### src/rtl/stfc_pkg.sv
// Package for the stereo to five-channel crossover: widths, coefficients,
// register indexes and fixed-point helpers. No dependencies.
package stfc_pkg;

    localparam int SAMPLE_BITS_DEF = 32;
    localparam int GUARD_BITS_DEF  = 8;
    localparam int CFG_IDX_BITS    = 3;

    localparam logic [CFG_IDX_BITS-1:0] REG_ENABLE     = 3'd0;
    localparam logic [CFG_IDX_BITS-1:0] REG_MODE       = 3'd1;
    localparam logic [CFG_IDX_BITS-1:0] REG_IN_GAIN    = 3'd2;
    localparam logic [CFG_IDX_BITS-1:0] REG_BASS_GAIN  = 3'd3;
    localparam logic [CFG_IDX_BITS-1:0] REG_BAND_GAIN  = 3'd4;

    localparam logic signed [31:0] IN_GAIN_RST    = 32'sd2147483647;
    localparam logic signed [31:0] BASS_GAIN_RST  = 32'sd727662286;
    localparam logic signed [31:0] BAND_GAIN_RST  = 32'sd1386531899;

    // biquad coefficients, half scale, order b0 b1 b2 a1 a2
    function automatic logic signed [31:0] coef(input logic hp, input logic [2:0] k);
        logic signed [31:0] c;
        c = '0;
        if (hp) begin
            case (k)
                3'd0:    c = 32'sd812937147;
                3'd1:    c = -32'sd1625874295;
                3'd2:    c = 32'sd812937147;
                3'd3:    c = -32'sd1561482161;
                3'd4:    c = 32'sd616394288;
                default: c = '0;
            endcase
        end else begin
            case (k)
                3'd0:    c = 32'sd166484771;
                3'd1:    c = 32'sd332969542;
                3'd2:    c = 32'sd166484771;
                3'd3:    c = -32'sd665939085;
                3'd4:    c = 32'sd258136345;
                default: c = '0;
            endcase
        end
        return c;
    endfunction

    function automatic logic signed [31:0] sat32(input logic signed [63:0] v);
        logic signed [31:0] r;
        if (v > 64'sd2147483647)       r = 32'sh7fffffff;
        else if (v < -64'sd2147483648) r = 32'sh80000000;
        else                           r = v[31:0];
        return r;
    endfunction

    typedef struct packed {
        logic start;
    } lane_ctl_t;

endpackage

### src/rtl/stfc_lane.sv
// One channel lane: input gain, HP / band LP / bass LP biquads and gains
// on a single shared 32x32 multiplier. Depends on stfc_pkg.
module stfc_lane #(
    parameter int SAMPLE_BITS = stfc_pkg::SAMPLE_BITS_DEF,
    parameter int GUARD_BITS  = stfc_pkg::GUARD_BITS_DEF
) (
    input  logic                     clk,
    input  logic                     rst_n,
    input  stfc_pkg::lane_ctl_t      ctl_in,
    output logic                     done,
    input  logic signed [31:0]       sample,
    input  logic signed [31:0]       in_gain,
    input  logic signed [31:0]       bass_gain,
    input  logic signed [31:0]       band_gain,
    output logic signed [31:0]       surround,
    output logic signed [31:0]       band,
    output logic signed [31:0]       bass
);
    import stfc_pkg::*;

    localparam int ACC_BITS = 32 + GUARD_BITS;
    localparam logic [31:0] KEEP = ~((32'd1 << (32 - SAMPLE_BITS)) - 32'd1);

    // op codes for the sequencer
    typedef enum logic [3:0] {
        OP_GAIN  = 4'd0,
        OP_HP    = 4'd1,
        OP_BASS  = 4'd2,
        OP_BASSG = 4'd3,
        OP_BAND  = 4'd4,
        OP_BANDG = 4'd5,
        OP_DONE  = 4'd6
    } op_t;

    op_t                    op_reg;
    logic [2:0]             k_reg;
    logic                   busy_reg;
    logic                   mv_reg;     // product register valid
    logic                   done_reg;   // results settled, one-cycle pulse
    logic signed [63:0]     prod_reg;
    logic [2:0]             pk_reg;
    op_t                    pop_reg;
    logic signed [ACC_BITS-1:0] acc_reg;
    logic signed [31:0]     x_reg;      // raw sample, then gained sample
    logic signed [31:0]     hist_reg [12]; // per section x1 x2 y1 y2
    logic signed [31:0]     surround_reg, band_reg, bass_reg, lpy_reg;

    function automatic logic signed [31:0] quant(input logic signed [31:0] v);
        return v & KEEP;
    endfunction

    logic [1:0]         sec;
    logic [1:0]         kidx;
    logic               hp_sel;
    logic signed [31:0] vin, ma, mb, fin;
    always_comb
    begin
        sec = 2'd0;
        case (op_reg)
            OP_HP:   sec = 2'd0;
            OP_BASS: sec = 2'd2;
            default: sec = 2'd1;
        endcase
        // k = 1..4 selects x1 x2 y1 y2
        kidx = k_reg[1:0] - 2'd1;
        hp_sel = (op_reg == OP_HP);
        vin = (op_reg == OP_BAND) ? surround_reg : x_reg;
        ma = '0;
        mb = '0;
        case (op_reg)
            OP_GAIN:  begin ma = x_reg;   mb = in_gain;    end
            OP_BASSG: begin ma = lpy_reg; mb = bass_gain;  end
            OP_BANDG: begin ma = lpy_reg; mb = band_gain;  end
            OP_HP, OP_BASS, OP_BAND:
            begin
                ma = coef(hp_sel, k_reg);
                mb = (k_reg == 3'd0) ? vin : hist_reg[{sec, kidx}];
            end
            default: ;
        endcase
    end

    logic last_k;
    assign last_k = (op_reg == OP_GAIN || op_reg == OP_BASSG || op_reg == OP_BANDG)
                    || k_reg == 3'd4;

    logic signed [63:0]         term;
    logic signed [ACC_BITS-1:0] acc_next;
    logic signed [31:0]         y;
    always_comb
    begin
        term = prod_reg >>> 30;
        if (pk_reg == 3'd0)      acc_next = term[ACC_BITS-1:0];
        else if (pk_reg >= 3'd3) acc_next = acc_reg - term[ACC_BITS-1:0];
        else                     acc_next = acc_reg + term[ACC_BITS-1:0];
        y   = quant(sat32(64'(acc_next)));
        fin = quant(sat32(prod_reg >>> 31));
    end

    logic [1:0] psec;
    always_comb
    begin
        psec = 2'd1;
        case (pop_reg)
            OP_HP:   psec = 2'd0;
            OP_BASS: psec = 2'd2;
            default: psec = 2'd1;
        endcase
    end

    always_ff @(posedge clk or negedge rst_n)
    begin
        if (!rst_n)
        begin
            busy_reg <= 1'b0;
            mv_reg   <= 1'b0;
            done_reg <= 1'b0;
            op_reg   <= OP_DONE;
            k_reg    <= '0;
            for (int i = 0; i < 12; i++) hist_reg[i] <= '0;
        end
        else
        begin
            done_reg <= mv_reg && pop_reg == OP_BANDG;
            if (ctl_in.start)
            begin
                busy_reg <= 1'b1;
                op_reg   <= OP_GAIN;
                k_reg    <= '0;
                x_reg    <= sample;
            end
            else if (busy_reg && !mv_reg)
            begin
                // issue one product, then wait for it to resolve
                mv_reg  <= 1'b1;
                prod_reg <= ma * mb;
                pk_reg  <= k_reg;
                pop_reg <= op_reg;
                if (last_k)
                begin
                    k_reg <= '0;
                    case (op_reg)
                        OP_GAIN:  op_reg <= OP_HP;
                        OP_HP:    op_reg <= OP_BASS;
                        OP_BASS:  op_reg <= OP_BASSG;
                        OP_BASSG: op_reg <= OP_BAND;
                        OP_BAND:  op_reg <= OP_BANDG;
                        default:  op_reg <= OP_DONE;
                    endcase
                end
                else
                    k_reg <= k_reg + 3'd1;
            end
            else if (mv_reg)
            begin
                mv_reg <= 1'b0;
                case (pop_reg)
                    OP_GAIN:  x_reg <= fin;
                    OP_BASSG: bass_reg <= fin;
                    OP_BANDG:
                    begin
                        band_reg <= fin;
                        busy_reg <= 1'b0;
                    end
                    OP_HP, OP_BASS, OP_BAND:
                    begin
                        acc_reg <= acc_next;
                        if (pk_reg == 3'd4)
                        begin
                            hist_reg[{psec, 2'b01}] <= hist_reg[{psec, 2'b00}];
                            hist_reg[{psec, 2'b00}] <= (pop_reg == OP_BAND) ? surround_reg : x_reg;
                            hist_reg[{psec, 2'b11}] <= hist_reg[{psec, 2'b10}];
                            hist_reg[{psec, 2'b10}] <= y;
                            if (pop_reg == OP_HP) surround_reg <= y;
                            else lpy_reg <= y;
                        end
                    end
                    default: ;
                endcase
            end
        end
    end

    assign done     = done_reg;
    assign surround = surround_reg;
    assign band     = band_reg;
    assign bass     = bass_reg;
endmodule

### config.mk
export PLATFORM = sky130hd
export DESIGN_NAME = stfc_lane
export DESIGN_NICKNAME = d
export VERILOG_FILES = /design/src/rtl/stfc_pkg.sv /design/src/rtl/stfc_lane.sv
export SDC_FILE = /design/constraint.sdc
export NUM_CORES = 2
export LEC_CHECK = 0
export ABC_CLOCK_PERIOD_IN_PS = 14900
export BUFFER_PORTS_ARGS = -buffer_cell sky130_fd_sc_hd__buf_2
export CAP_MARGIN = 0
export CORE_MARGIN = 5
export CORE_UTILIZATION = 36
export CTS_CLUSTER_SIZE = 40
export DETAILED_ROUTE_END_ITERATION = 8
export PLACE_DENSITY = 0.55
export REMOVE_ABC_BUFFERS = 1
export SLEW_MARGIN = 30
export SYNTH_ARGS = -nofsm -noshare
export SYNTH_HDL_FRONTEND = slang
export SYNTH_SLANG_ARGS = --single-unit
### constraint.sdc
create_clock -name clk -period 14.9 [get_ports clk]
set_clock_uncertainty 0.1 [all_clocks]
set_input_delay 1.49 -clock clk [delete_from_list [all_inputs] [get_ports clk]]
set_output_delay 1.49 -clock clk [all_outputs]
set_load 0.01 [all_outputs]
==> flow_summary_export.csv <==
group,metric,value,unit
die,initial_utilization,36.3,%
yosys,synthArstFlopShare,62.1,%
yosys,synth_top_family_by_area,"adder cells",
cells_and_area,final_cell_mix,"1103 x inv_1, 1082 x fa_1, 928 x nor2_1, 610 x nand2_1, 467 x a21oi_1",
worst_setup_path,path_buf_inv,2,
yosys,ys.flop_type,"dfrtp_1",
clock_network,cts_root_buffer,"clkbuf_16",
place,hpwl,184000,microns
yosys,synth_seq_cells,633,
yosys,synth_cell_types,89,
detailed_routing,dr.first_iter.drc_count,4710,
sta,final-hold-violation-count,0,
yosys,ys.warnings.count,0,
place,dpl-instance-area,0.0711,sq mm
yosys,yosysTopAreaCell,"fa_1",
cells_and_area,final_common_cell,"inv_1",
cells_and_area,design_area,0.0738,sq mm
sta,worstMarginPinSlew,1.06,ns
detailed_routing,ant_nets,0,
worst_setup_path,critPathKind,"reg2reg",
clock_network,clk_latency,0.69,ns
die,die-area,0.194,sq mm
die,rows,157,
detailed_routing,wl_per_cell,26.6,microns
clock_network,hold_buffers,0,
sta,slew_viol_final,0,
cells_and_area,area_growth,10.8,%
clock_network,post_cts_buffers,0,
yosys,syn_avg_cell_area,9.92,sq um
clock_network,cts_made_buffers,73,
yosys,synth-simple-area-share,11.2,%
worst_setup_path,critPathRequiredTime,15.23,ns
worst_hold_path,hp-class,"reg2reg",
yosys,synth-edff-count,240,
die,die_y,440,microns
worst_setup_path,cp-end-kind,"flop",
cells_and_area,final_layout_size_suffix_gt1_share,12.6,%
place,port-buffer-count,227,
cells_and_area,largest_reg_flops,384,
worst_setup_path,start_kind,"flop",
worst_setup_path,cpMostUsedCell,"fa_1",
yosys,ys_top_cells_by_area,"fa_1 33%, dfrtp_1 15%, edfxtp_1 11%",
worst_setup_path,cpPeakStageDelay,1.08,ns
worst_setup_path,critPathTopFamily,"adder cells",
die,io_pins,228,
global_routing,grt_max_degree,173,
clock_network,htreeDepth,3,
clock_network,cts_tree,"built",
sta,setup_violations,0,
die,core,0.183,sq mm
clock_network,cts_max_path_buffers,3,
yosys,synth.top_cell.area_share,32.5,%
global_routing,antenna_found_initial,14,
yosys,ys_seq_area_share,25.6,%
yosys,synth_cells,6712,
global_routing,grt_usage,25.8,%
sta,rsz0062_at_grt,"no",
place,globalplace.congestion,0.952,
yosys,syn-cell-area,0.0666,sq mm
clock_network,clock-sinks,633,
global_routing,grt_first_pass_wirelength,367000,microns
cells_and_area,final_core_util,40.2,%
sta,fin_crit_sh,85.8,%
detailed_routing,drc,0,
worst_setup_path,cp.arrival,13.12,ns
sta,slew_headroom,29.1,%
worst_setup_path,worst_path_max_delay_cell,"fa_1",
sta,timing.setup.tns,0,ns
status,outcome,"complete, no violations",
yosys,synthAdderAreaFrac,36.7,%
yosys,synth-compound-area-share,10.2,%
worst_setup_path,path_max_fanout,42,
global_routing,grt_pass1_vias,53900,
job,drv_cap,0,
detailed_routing,routed_wl,249000,microns
detailed_routing,via_per_inst,5.47,
yosys,synth.mux.area_fraction,6.32,%
clock_network,clk_pin_slew,0.07,ns
yosys,yosys.area_share.xor_xnor,1.48,%
global_routing,gr-total-overflow,0,
die,die_x,440,microns
detailed_routing,vias,51100,
sta,min_period,12.79,ns
clock_network,cts_resized,0,
detailed_routing,dr.pass1.iters,7,
cells_and_area,final_nets,8237,
sta,fmax,78.2,MHz
[per-stage QoR]
stage / setup WS [ns] / hold WS [ns] / instances
floorplan: -1.71 / 0.365 / 6329
global placement: 2.35 / 0.386 / 9182
detailed placement: 2.22 / 0.393 / 9188
CTS: 2.18 / 0.407 / 9321
global route: 1.48 / 0.424 / 9324
finish: 2.11 / 0.406 / 9333
[cell usage after synthesis (all sizes together), types with 28 or more instances]
master / instances
inv: 1103
fa: 1082
nor2: 947
nand2: 614
a21oi: 472
dfrtp: 391
clkbuf: 326
edfxtp: 240
ha: 224
o21ai: 163
mux2: 123
mux4: 95
a22o: 75
xnor2: 72
mux2i: 68
buf: 57
a22oi: 46
and2: 46
o31ai: 43
a21o: 39
xor2: 39
or2: 32
nand3: 31
nor2b: 31
o22a: 30
nand2b: 28
[cell families (layout without fill, tap and decap cells)]
| logic type | Yosys count | after routing |
|---|---|---|
| AND/OR/NAND/NOR | 1810 | 1810 |
| buffers and inverters | 1491 | 1637 |
| adder cells (fa/ha/maj) | 1306 | 1306 |
| AO/OA/AOI/OAI | 1075 | 1075 |
| flip-flops | 633 | 633 |
| multiplexers | 286 | 286 |
| XOR/XNOR | 111 | 111 |
| other | 0 | 11 |
[final timing paths]
check / startpoint / to / slack, ns / cells after the start
worst min register to register: hist_reg[95] / hist_reg[95] / 0.41 / 1
worst min-delay path: hist_reg[95] / hist_reg[95] / 0.41 / 1
min in group asynchronous: rst_n / hist_reg[346] / 0.74 / 1
worst max register to register: k_reg[0] / prod_reg[63] / 2.11 / 31
worst max-delay path: k_reg[0] / prod_reg[63] / 2.11 / 31
max in group asynchronous: rst_n / k_reg[0] / 12.08 / 3
[area by class of cell]
class	count	area, sq um
fill	18000	110000
multi-input combinational	4588	44300
sequential	633	17100
inverter	1108	4160
tap	2464	3080
timing repair buffer	396	2530
clock buffer	101	2090
clock inverter	32	526
antenna	11	27.5
[metal layers]
metal	share of wire, %	track usage, %
met5	0.010	0
met2	45	40.4
met4	6.8	14.3
met1	39	33.2
met3	8.9	5.64
Power is not shown: default switching activity piles up to over one toggle a cycle in this logic, so the estimate is an artifact.
