`src/rtl/stfc_pkg.sv`:
```
// Package for the stereo to five-channel crossover: widths, coefficients,
// register indexes and fixed-point helpers. No dependencies.
package stfc_pkg;

    localparam int SAMPLE_BITS_DEF = 32;
    localparam int GUARD_BITS_DEF  = 8;
    localparam int CFG_IDX_BITS    = 3;

    localparam logic [CFG_IDX_BITS-1:0] REG_ENABLE     = 3'd0;
    localparam logic [CFG_IDX_BITS-1:0] REG_MODE       = 3'd1;
    localparam logic [CFG_IDX_BITS-1:0] REG_IN_GAIN    = 3'd2;
    localparam logic [CFG_IDX_BITS-1:0] REG_BASS_GAIN  = 3'd3;
    localparam logic [CFG_IDX_BITS-1:0] REG_BAND_GAIN  = 3'd4;

    localparam logic signed [31:0] IN_GAIN_RST    = 32'sd2147483647;
    localparam logic signed [31:0] BASS_GAIN_RST  = 32'sd727662286;
    localparam logic signed [31:0] BAND_GAIN_RST  = 32'sd1386531899;

    // biquad coefficients, half scale, order b0 b1 b2 a1 a2
    function automatic logic signed [31:0] coef(input logic hp, input logic [2:0] k);
        logic signed [31:0] c;
        c = '0;
        if (hp) begin
            case (k)
                3'd0:    c = 32'sd812937147;
                3'd1:    c = -32'sd1625874295;
                3'd2:    c = 32'sd812937147;
                3'd3:    c = -32'sd1561482161;
                3'd4:    c = 32'sd616394288;
                default: c = '0;
            endcase
        end else begin
            case (k)
                3'd0:    c = 32'sd166484771;
                3'd1:    c = 32'sd332969542;
                3'd2:    c = 32'sd166484771;
                3'd3:    c = -32'sd665939085;
                3'd4:    c = 32'sd258136345;
                default: c = '0;
            endcase
        end
        return c;
    endfunction

    function automatic logic signed [31:0] sat32(input logic signed [63:0] v);
        logic signed [31:0] r;
        if (v > 64'sd2147483647)       r = 32'sh7fffffff;
        else if (v < -64'sd2147483648) r = 32'sh80000000;
        else                           r = v[31:0];
        return r;
    endfunction

    typedef struct packed {
        logic start;
    } lane_ctl_t;

endpackage

```
`src/rtl/stfc_merge.sv`:
```
// Merge stage: sums band and bass per side, applies mode and enable masks
// and holds the result transaction. Depends on stfc_pkg.
module stfc_merge #(
    parameter int SAMPLE_BITS = stfc_pkg::SAMPLE_BITS_DEF
) (
    input  logic               clk,
    input  logic               rst_n,
    input  logic               load,
    input  logic               zero,
    input  logic               mode,
    input  logic signed [31:0] ls, lband, lbass, rs, rband, rbass,
    input  logic               take,
    output logic               full,
    output logic [159:0]       data
);
    import stfc_pkg::*;
    localparam logic [31:0] KEEP = ~((32'd1 << (32 - SAMPLE_BITS)) - 32'd1);

    logic               full_reg;
    logic [159:0]       data_reg;
    logic signed [31:0] lo, ro;
    logic [159:0]       data_next;

    always_comb
    begin
        lo = sat32(64'(lband) + 64'(lbass)) & KEEP;
        ro = sat32(64'(rband) + 64'(rbass)) & KEEP;
        data_next = {ro, mode ? rs : 32'd0, mode ? lbass : 32'd0, lo, mode ? ls : 32'd0};
        if (zero) data_next = '0;
    end

    always_ff @(posedge clk or negedge rst_n)
    begin
        if (!rst_n)
            full_reg <= 1'b0;
        else if (load)
            full_reg <= 1'b1;
        else if (take)
            full_reg <= 1'b0;
    end

    always_ff @(posedge clk)
    begin
        if (load) data_reg <= data_next;
    end

    assign full = full_reg;
    assign data = data_reg;
endmodule

```
`config.mk`:
```
export PLATFORM = sky130hd
export DESIGN_NAME = stfc_merge
export DESIGN_NICKNAME = d
export VERILOG_FILES = /design/src/rtl/stfc_pkg.sv /design/src/rtl/stfc_merge.sv
export SDC_FILE = /design/constraint.sdc
export NUM_CORES = 1
export LEC_CHECK = 0
export BUFFER_PORTS_ARGS = -buffer_cell sky130_fd_sc_hd__buf_2
export CORE_ASPECT_RATIO = 2
export CORE_MARGIN = 2
export CORE_UTILIZATION = 46
export CTS_CLUSTER_SIZE = 25
export DETAILED_ROUTE_END_ITERATION = 10
export HOLD_SLACK_MARGIN = 0.15
export PLACE_DENSITY = 0.76
export SLEW_MARGIN = 20
export SYNTH_ARGS = -nofsm -noshare
export SYNTH_HDL_FRONTEND = slang
export SYNTH_SLANG_ARGS = --single-unit
```
`constraint.sdc`:
```
create_clock -name clk -period 0.95 [get_ports clk]
set_clock_uncertainty 0.2 [all_clocks]
set_input_delay 0.095 -clock clk [delete_from_list [all_inputs] [get_ports clk]]
set_output_delay 0.095 -clock clk [all_outputs]
set_load 0.01 [all_outputs]
```
==> summary.md, run 1 <==
| Metric | Value |
|---|---|
| Outcome | `finished, violations left` |
| Violated checks | `hold timing, setup timing` |
| Rows | `74` |
| HP Class | `in2reg` |
| Clock Power Share | `0.286` |
| Initial core utilization | `0.464` |
| Max VDD drop | `1.10 mV` |
| Final period utilization | `2.85` |
| Share of layout cells above drive strength 1 | `0.505` |
| Final Hold Violating Endpoints | `between 60 and 70` |
| PortBufs | `approximately 360` |
| ANT nets after route | `0` |
| Hpwl dp | `around 23 mm` |
| CP Max Fanout | `9` |
| Die Footprint | `around 0.022 mm²` |
| DP Worst Slack | `-2.18 ns` |
| Core footprint | `between 0.02 and 0.025 mm²` |
| Max-slew violations | `0` |
| Vias | `roughly 9400` |
| Vias in the first global route | `about 9800` |
| Setup CP Type | `in2reg` |
| Total Power | `23800 µW` |
| Synth Cell Area | `between 0.009 and 0.01 mm²` |
| Final setup fails | `230` |
| Placed inst area | `~0.013 mm²` |
| Net switching power | `~7400 µW` |
| DR iter-0 viols | `between 500 and 600` |
| H-tree Lvls | `4` |
| Residual DRC | `0` |
| Post-Syn Instances | `a little over 800` |
| Final nets | `1735` |
| Netlist cell types | `59` |
| Async SR Flop Fraction | `0.00621` |
| Most frequent cell after synthesis | `edfxtp_1` |
| Top cells by area, synth | `edfxtp_1 (51%), ha_1 (8.5%), and2_1 (6.6%)` |
| CTS Root Cell | `clkbuf_16` |
| Post-synth top cells | `edfxtp_1 (160), and2_1 (100), a21oi_1 (68)` |
| Seq pwr share | `0.379` |
| Post-synth EDFFs | `160` |
| First-pass DRT Iterations | `5` |
| CP Data Arrival Time | `between 2 and 3 ns` |
| Average size of a mapped cell | `~12 µm²` |
| Clock transition at the registers of the reported paths | `0.07 ns` |
| Ys Warns | `0` |
| RePlAce Congestion | `around 0.96` |
| CTS Buffer Depth | `2` |
| Largest area contributor in the netlist | `edfxtp_1` |
| Pwr per Cell Area | `around 1500 mW/mm²` |
| Area grow syn2layout | `65.7%` |
| Max Freq | `~0.37 GHz` |
| Share of the synthesized area in the top cell type | `0.510` |
| Min Tclk post-route | `between 2 and 3 ns` |
| FILL cells | `about 1200` |
| Seq cells post-synth | `around 160` |
| Max FFs per register | `between 150 and 200` |
| Sequential area share after synthesis | `0.513` |
| CTS tree | `yes` |
| Global-route wire length before repair | `50.0 mm` |
| Wire per inst | `approximately 20 µm` |
| RSZ-0062 raised after global routing | `yes` |
| Hold_ws | `-0.243 ns` |
| WL final | `around 35 mm` |
| Worst slew pin tran | `~0.47 ns` |
| Setup ws final | `-1.75 ns` |
| Combinational share of power | `0.335` |
| All-layer global routing usage | `0.304` |
| CTS buffer count | `17` |
| Die H | `between 200 and 250 µm` |
| Net Count, Synth | `~1100` |
| Critical Path RT | `0.93 ns` |
| Clock sink count | `~160` |
| Global route overflow | `0` |
| Final Instance Area | `between 0.015 and 0.02 mm²` |
| Slew margin rel. | `0.683` |
| Max-Cap Viols | `0` |
| Largest net degree at the start of global routing | `63` |
| Int Pwr | `about 16000 µW` |
| CP endpoint kind | `flip-flop` |
| Vias per cell | `5.38` |
| Clock Latency Late Sink | `between 0.4 and 0.5 ns` |
| Leakage dissipation | `0.00698 µW` |
| Sw Ratio | `0.311` |
| Initial antenna violation count | `3` |
| Ports | `between 300 and 400` |
| Main synth FF type | `edfxtp_1` |
| Setup TNS | `-151.47 ns` |
| Critical path launch point type | `input pin` |
| Die Wd | `between 100 and 150 µm` |
[cells in the final DEF, fill, tap and decap left out, types with 7 or more instances in the layout]
| cell type | n |
|---|---|
| xor2_1 | 29 |
| o21ai_2 | 55 |
| and2_1 | 100 |
| buf_4 | 198 |
| ha_4 | 17 |
| nor2_1 | 30 |
| o21ai_0 | 23 |
| nand4_1 | 7 |
| a21o_1 | 35 |
| a21oi_2 | 13 |
| nand3_1 | 11 |
| xnor2_1 | 23 |
| nand2_1 | 36 |
| edfxtp_1 | 160 |
| buf_12 | 12 |
| clkbuf_16 | 19 |
| o211ai_1 | 7 |
| a21oi_1 | 54 |
| ha_1 | 44 |
| o21a_1 | 11 |
| inv_6 | 7 |
| inv_1 | 16 |
| dlygate4sd3_1 | 88 |
| buf_2 | 335 |
| buf_6 | 23 |
[cell type report]
cell class / count / area (µm²) / area share
diodes: 6 / 15.0 / 0.000963
inverters: 18 / 67.6 / 0.00433
clock buffers: 17 / 425 / 0.0273
multi-input cells: 605 / 5000 / 0.321
well taps: 266 / 333 / 0.0213
repair buffers: 668 / 4770 / 0.306
flip-flops and latches: 161 / 4830 / 0.310
clock inverters: 15 / 148 / 0.00947
[kinds of logic (layout without fill, tap and decap cells)]
group | count (synthesis) | in the layout | synth area share
other | 0 | 6 | 0
xor gates and xnor gates | 52 | 52 | 0.0484
buffers and inverters | 52 | 718 | 0.0311
AOI/OAI and AO/OA | 261 | 261 | 0.187
DFF | 161 | 161 | 0.513
and+or+nand+nor | 226 | 226 | 0.132
adders and majority gates | 66 | 66 | 0.0893
[timing repair]
item / in CTS / in global routing
setup buffers: 18 / 2
gates resized for setup: 74 / 48
setup endpoints to repair: 225 / 231
hold endpoints to repair: 301 / 204
pin swaps: 38 / 24
hold buffers: 82 / 12
cloned: 3 / 2
[final timing paths]
kind                           start        end  depth (start not counted)  slack, ns
min                         lbass[3]   data[67]                          2      -0.24
max in group asynchronous      rst_n       full                          3       0.10
min reg2reg                     full       full                          1       0.36
min in group asynchronous      rst_n       full                          3       0.34
max reg2reg                     full       full                          1       0.04
max                        rband[10]  data[135]                         12      -1.75
[stage by stage]
stage,cells,utilization,hold WS [ns]
detailed placement,1603,0.653,-0.329
floorplan,818,-,-0.401
global placement,1603,0.653,-0.330
CTS,1738,0.749,-0.267
global route,1750,0.768,-0.241
finish,1756,0.769,-0.243
[layer usage]
metal / up-vias / part of all wire / track usage
met2: 487 / 0.56 / 0.594
met4: 0 / 0.063 / 0.198
met3: 125 / 0.062 / 0.0675
met5: - / 0 / 0
met1: 4466 / 0.31 / 0.274
li1: 4361 / - / -
[worst max-delay path, cell delays in order]
cell and delay (ns):
buf_6 0.10, ha_4 0.23, a21o_1 0.18, a31o_1 0.21
a211oi_2 0.31, a21oi_2 0.14, or4b_4 0.54, a31o_4 0.24
a31oi_4 0.19, a21o_4 0.21, clkbuf_16 0.18, o21ai_2 0.05
[power by group through the flow]
stage	Clock [µW]	Sequential, µW	Combinational, µW
2_1_floorplan	0	9530	3110
3_3_place_gp	0	9110	6400
3_5_place_dp	0	9120	6560
4_1_cts	6790	8980	7420
5_1_grt	7100	9070	8520
6_report	6820	9020	8000
Power figures use the tool's default switching activity.
==> run 2: changes to the inputs <==
--- a/config.mk
+++ b/config.mk
@@ -13,6 +13,7 @@
 export DETAILED_ROUTE_END_ITERATION = 10
 export HOLD_SLACK_MARGIN = 0.15
 export PLACE_DENSITY = 0.76
+export SETUP_SLACK_MARGIN = 0.02
 export SLEW_MARGIN = 20
 export SYNTH_ARGS = -nofsm -noshare
 export SYNTH_HDL_FRONTEND = slang
==> run 2 against run 1 <==
- the run still ends with hold timing, setup timing left
- power increased by 2.8%
- non-clock buffer count increased by 15
- sequential power increased by 0.4%
- critical endpoint is now data[138]
- critical path depth increased by 1
- clock-buffer cell count unchanged
- highest routed layer is now met5
- first-iteration DRC count increased by 11%
==> summary.md, run 2 (same netlist as run 1, synthesis figures left out) <==
| Metric | Value |
|---|---|
| PortBufs | `358 (unchanged)` |
| Critical Path RT | `0.94 ns (was 0.93 ns)` |
| Critical path, cell by cell | `buf_6, ha_4, a21o_1, a31o_1, a211oi_2, a21oi_1, buf_4, or4b_4, a31o_4, a31oi_4, a21o_4, buf_12, o31ai_2 (was buf_6, ha_4, a21o_1, a31o_1, a211oi_2, a21oi_2, or4b_4, a31o_4, a31oi_4, a21o_4, clkbuf_16, o21ai_2)` |
| RePlAce Congestion | `0.902 (was 0.959)` |
| Max-Cap Viols | `0 (unchanged)` |
| Largest net degree at the start of global routing | `56 (was 63)` |
| Clock transition at the registers of the reported paths | `0.08 ns (was 0.07 ns)` |
| Commonest non-fill, non-tap cell in the layout | `buf_2 (unchanged)` |
| R2r setup slk | `0.06 ns (was 0.04 ns)` |
| Die Wd | `105 µm (unchanged)` |
| Rows | `74 (unchanged)` |
| Max FFs per register | `160 (unchanged)` |
| Clock Latency Late Sink | `0.43 ns (was 0.44 ns)` |
| R2R depth | `1 (unchanged)` |
| RSZ-0062 raised after global routing | `yes (unchanged)` |
| Setup TNS | `-162.52 ns (was -151.47 ns)` |
| Die Footprint | `0.0217 mm² (unchanged)` |
| Die H | `206 µm (unchanged)` |
| Outcome | `finished, violations left (unchanged)` |
| Hpwl dp | `23.0 mm (about the same)` |
| Vias in the first global route | `9886 (was 9788)` |
| Final Util | `0.785 (was 0.769)` |
| Final setup fails | `230 (unchanged)` |
| ANT nets after route | `0 (unchanged)` |
| Final nets | `1750 (was 1735)` |
| CTS Root Cell | `clkbuf_16 (unchanged)` |
| WL final | `37.8 mm (was 35.1 mm)` |
| DR iter-0 viols | `566 (was 512)` |
| CP Buf/Inv Count | `3 (was 2)` |
| Leakage dissipation | `0.00713 µW (was 0.00698 µW)` |
| Max-slew violations | `0 (unchanged)` |
| CTS buffer count | `17 (unchanged)` |
| Ports | `359 (unchanged)` |
| H-tree Lvls | `4 (unchanged)` |
| Setup ws final | `-1.80 ns (was -1.75 ns)` |
| Share of layout cells above drive strength 1 | `0.524 (was 0.505)` |
| Min Tclk post-route | `2.75 ns (was 2.70 ns)` |
| Vias per cell | `5.61 (was 5.38)` |
| CTS tree | `yes (unchanged)` |
| Vias | `9901 (was 9439)` |
| Slew margin rel. | `0.664 (was 0.683)` |
| CP Data Arrival Time | `2.74 ns (was 2.69 ns)` |
| CP max stage cell | `or4b_4 (unchanged)` |
| Clock sink count | `161 (unchanged)` |
| CP Max Fanout | `8 (was 9)` |
| Wire per inst | `21.4 µm (was 20.0 µm)` |
| Initial core utilization | `0.464 (unchanged)` |
| Hold_ws | `-0.258 ns (was -0.243 ns)` |
| Global route overflow | `0 (unchanged)` |
| Violated checks | `hold timing, setup timing (unchanged)` |
| Residual DRC | `0 (unchanged)` |
| Critical path launch point type | `input pin (unchanged)` |
| Final Hold Violating Endpoints | `29 (was 69)` |
| Worst Hold End | `data[64] (was data[67])` |
| Area grow syn2layout | `69.0% (was 65.7%)` |
| Hold Crit Start | `lbass[0] (was lbass[3])` |
| First-pass DRT Iterations | `5 (unchanged)` |
| FF-to-FF End | `full (unchanged)` |
| Slowest stage delay, CP | `0.51 ns (was 0.54 ns)` |
| Worst reg2reg startpoint | `full (unchanged)` |
| HP Class | `in2reg (unchanged)` |
| Most frequent cells in the layout | `buf_2 (329), buf_4 (212), edfxtp_1 (160) (was buf_2 (335), buf_4 (198), edfxtp_1 (160))` |
| Max VDD drop | `1.35 mV (was 1.10 mV)` |
| CP delay by family, top | `compound AO/OA/AOI/OAI gates (unchanged)` |
| CP endpoint kind | `flip-flop (unchanged)` |
| Initial antenna violation count | `2 (was 3)` |
| Setup CP Type | `in2reg (unchanged)` |
| All-layer global routing usage | `0.311 (was 0.304)` |
| Hold Path Stages | `2 (unchanged)` |
| Max Freq | `0.363 GHz (was 0.370 GHz)` |
| Worst slew pin tran | `0.498 ns (was 0.470 ns)` |
| Final period utilization | `2.90 (was 2.85)` |
| Global-route wire length before repair | `51.4 mm (was 50.0 mm)` |
| CTS Buffer Depth | `2 (unchanged)` |
| Core footprint | `0.0203 mm² (unchanged)` |
| Pwr per Cell Area | `1540 mW/mm² (was 1530 mW/mm²)` |
-- run 2: cell types whose count changed in the layout (fill, tap and decap cells not counted), sizes merged --
cell          change
buf              +20
bufinv            +1
clkbuf            -1
clkinv            +1
clkinvlp          -2
diode             -5
dlygate4sd3       -6
dlymetal6s4s      +2
inv               -1
-- run 2: how the worst max path moves through the flow --
| stage | from | end | slack [ns] | depth (start not counted) |
|---|---|---|---|---|
| floorplan | rband[10] | data[139] | -1.83 | 11 |
| global placement | rband[0] | data[138] | -2.21 | 15 |
| detailed placement | rband[0] | data[139] | -2.28 | 15 |
| CTS | rband[0] | data[153] | -1.74 | 15 |
| global route | rband[10] | data[138] | -1.88 | 13 |
| finish | rband[10] | data[138] | -1.80 | 13 |
-- run 2: cell type report --
class	count	area, µm²
antenna	1	2.50
timing repair buffer	683	4970
inverter	18	67.6
tap	266	333
multi-input combinational	605	5130
fill	1173	4370
sequential	161	4830
clock inverter	14	153
clock buffer	17	425
-- run 2: through the flow --
step	setup WS (ns)	hold slack (ns)	instance area (µm²)	total power [µW]	std cells
floorplan	-1.83	-0.401	9880	12600	818
detailed placement	-2.28	-0.322	13300	15700	1608
finish	-1.80	-0.258	15900	24500	1765
global route	-1.88	-0.270	15900	25300	1765
CTS	-1.74	-0.259	15400	23600	1752
global placement	-2.21	-0.331	13300	15500	1608
-- run 2: what timing repair did --
action / CTS / global route
pin swaps: 34 / 45
gates cloned: 8 / 1
endpoints found under the hold margin: 307 / 210
buffers inserted: 24 / 20
endpoints found under the setup margin: 225 / 246
hold buffers: 81 / 11
resized for setup: 79 / 90
-- run 2: layer usage --
metal,up-vias,track usage,wire [µm]
met2,638,0.614,21000
met3,167,0.0769,3160
met4,2,0.179,2240
met5,-,0,11
li1,4389,-,-
met1,4705,0.280,11400
-- run 2: where the power goes --
part / switching (µW) / leakage [µW] / internal [µW]
combinational: 4190 / 0.00529 / 4220
clock: 3120 / 0.000288 / 3910
sequential: 294 / 0.00155 / 8760
total: 7610 / 0.00713 / 16900
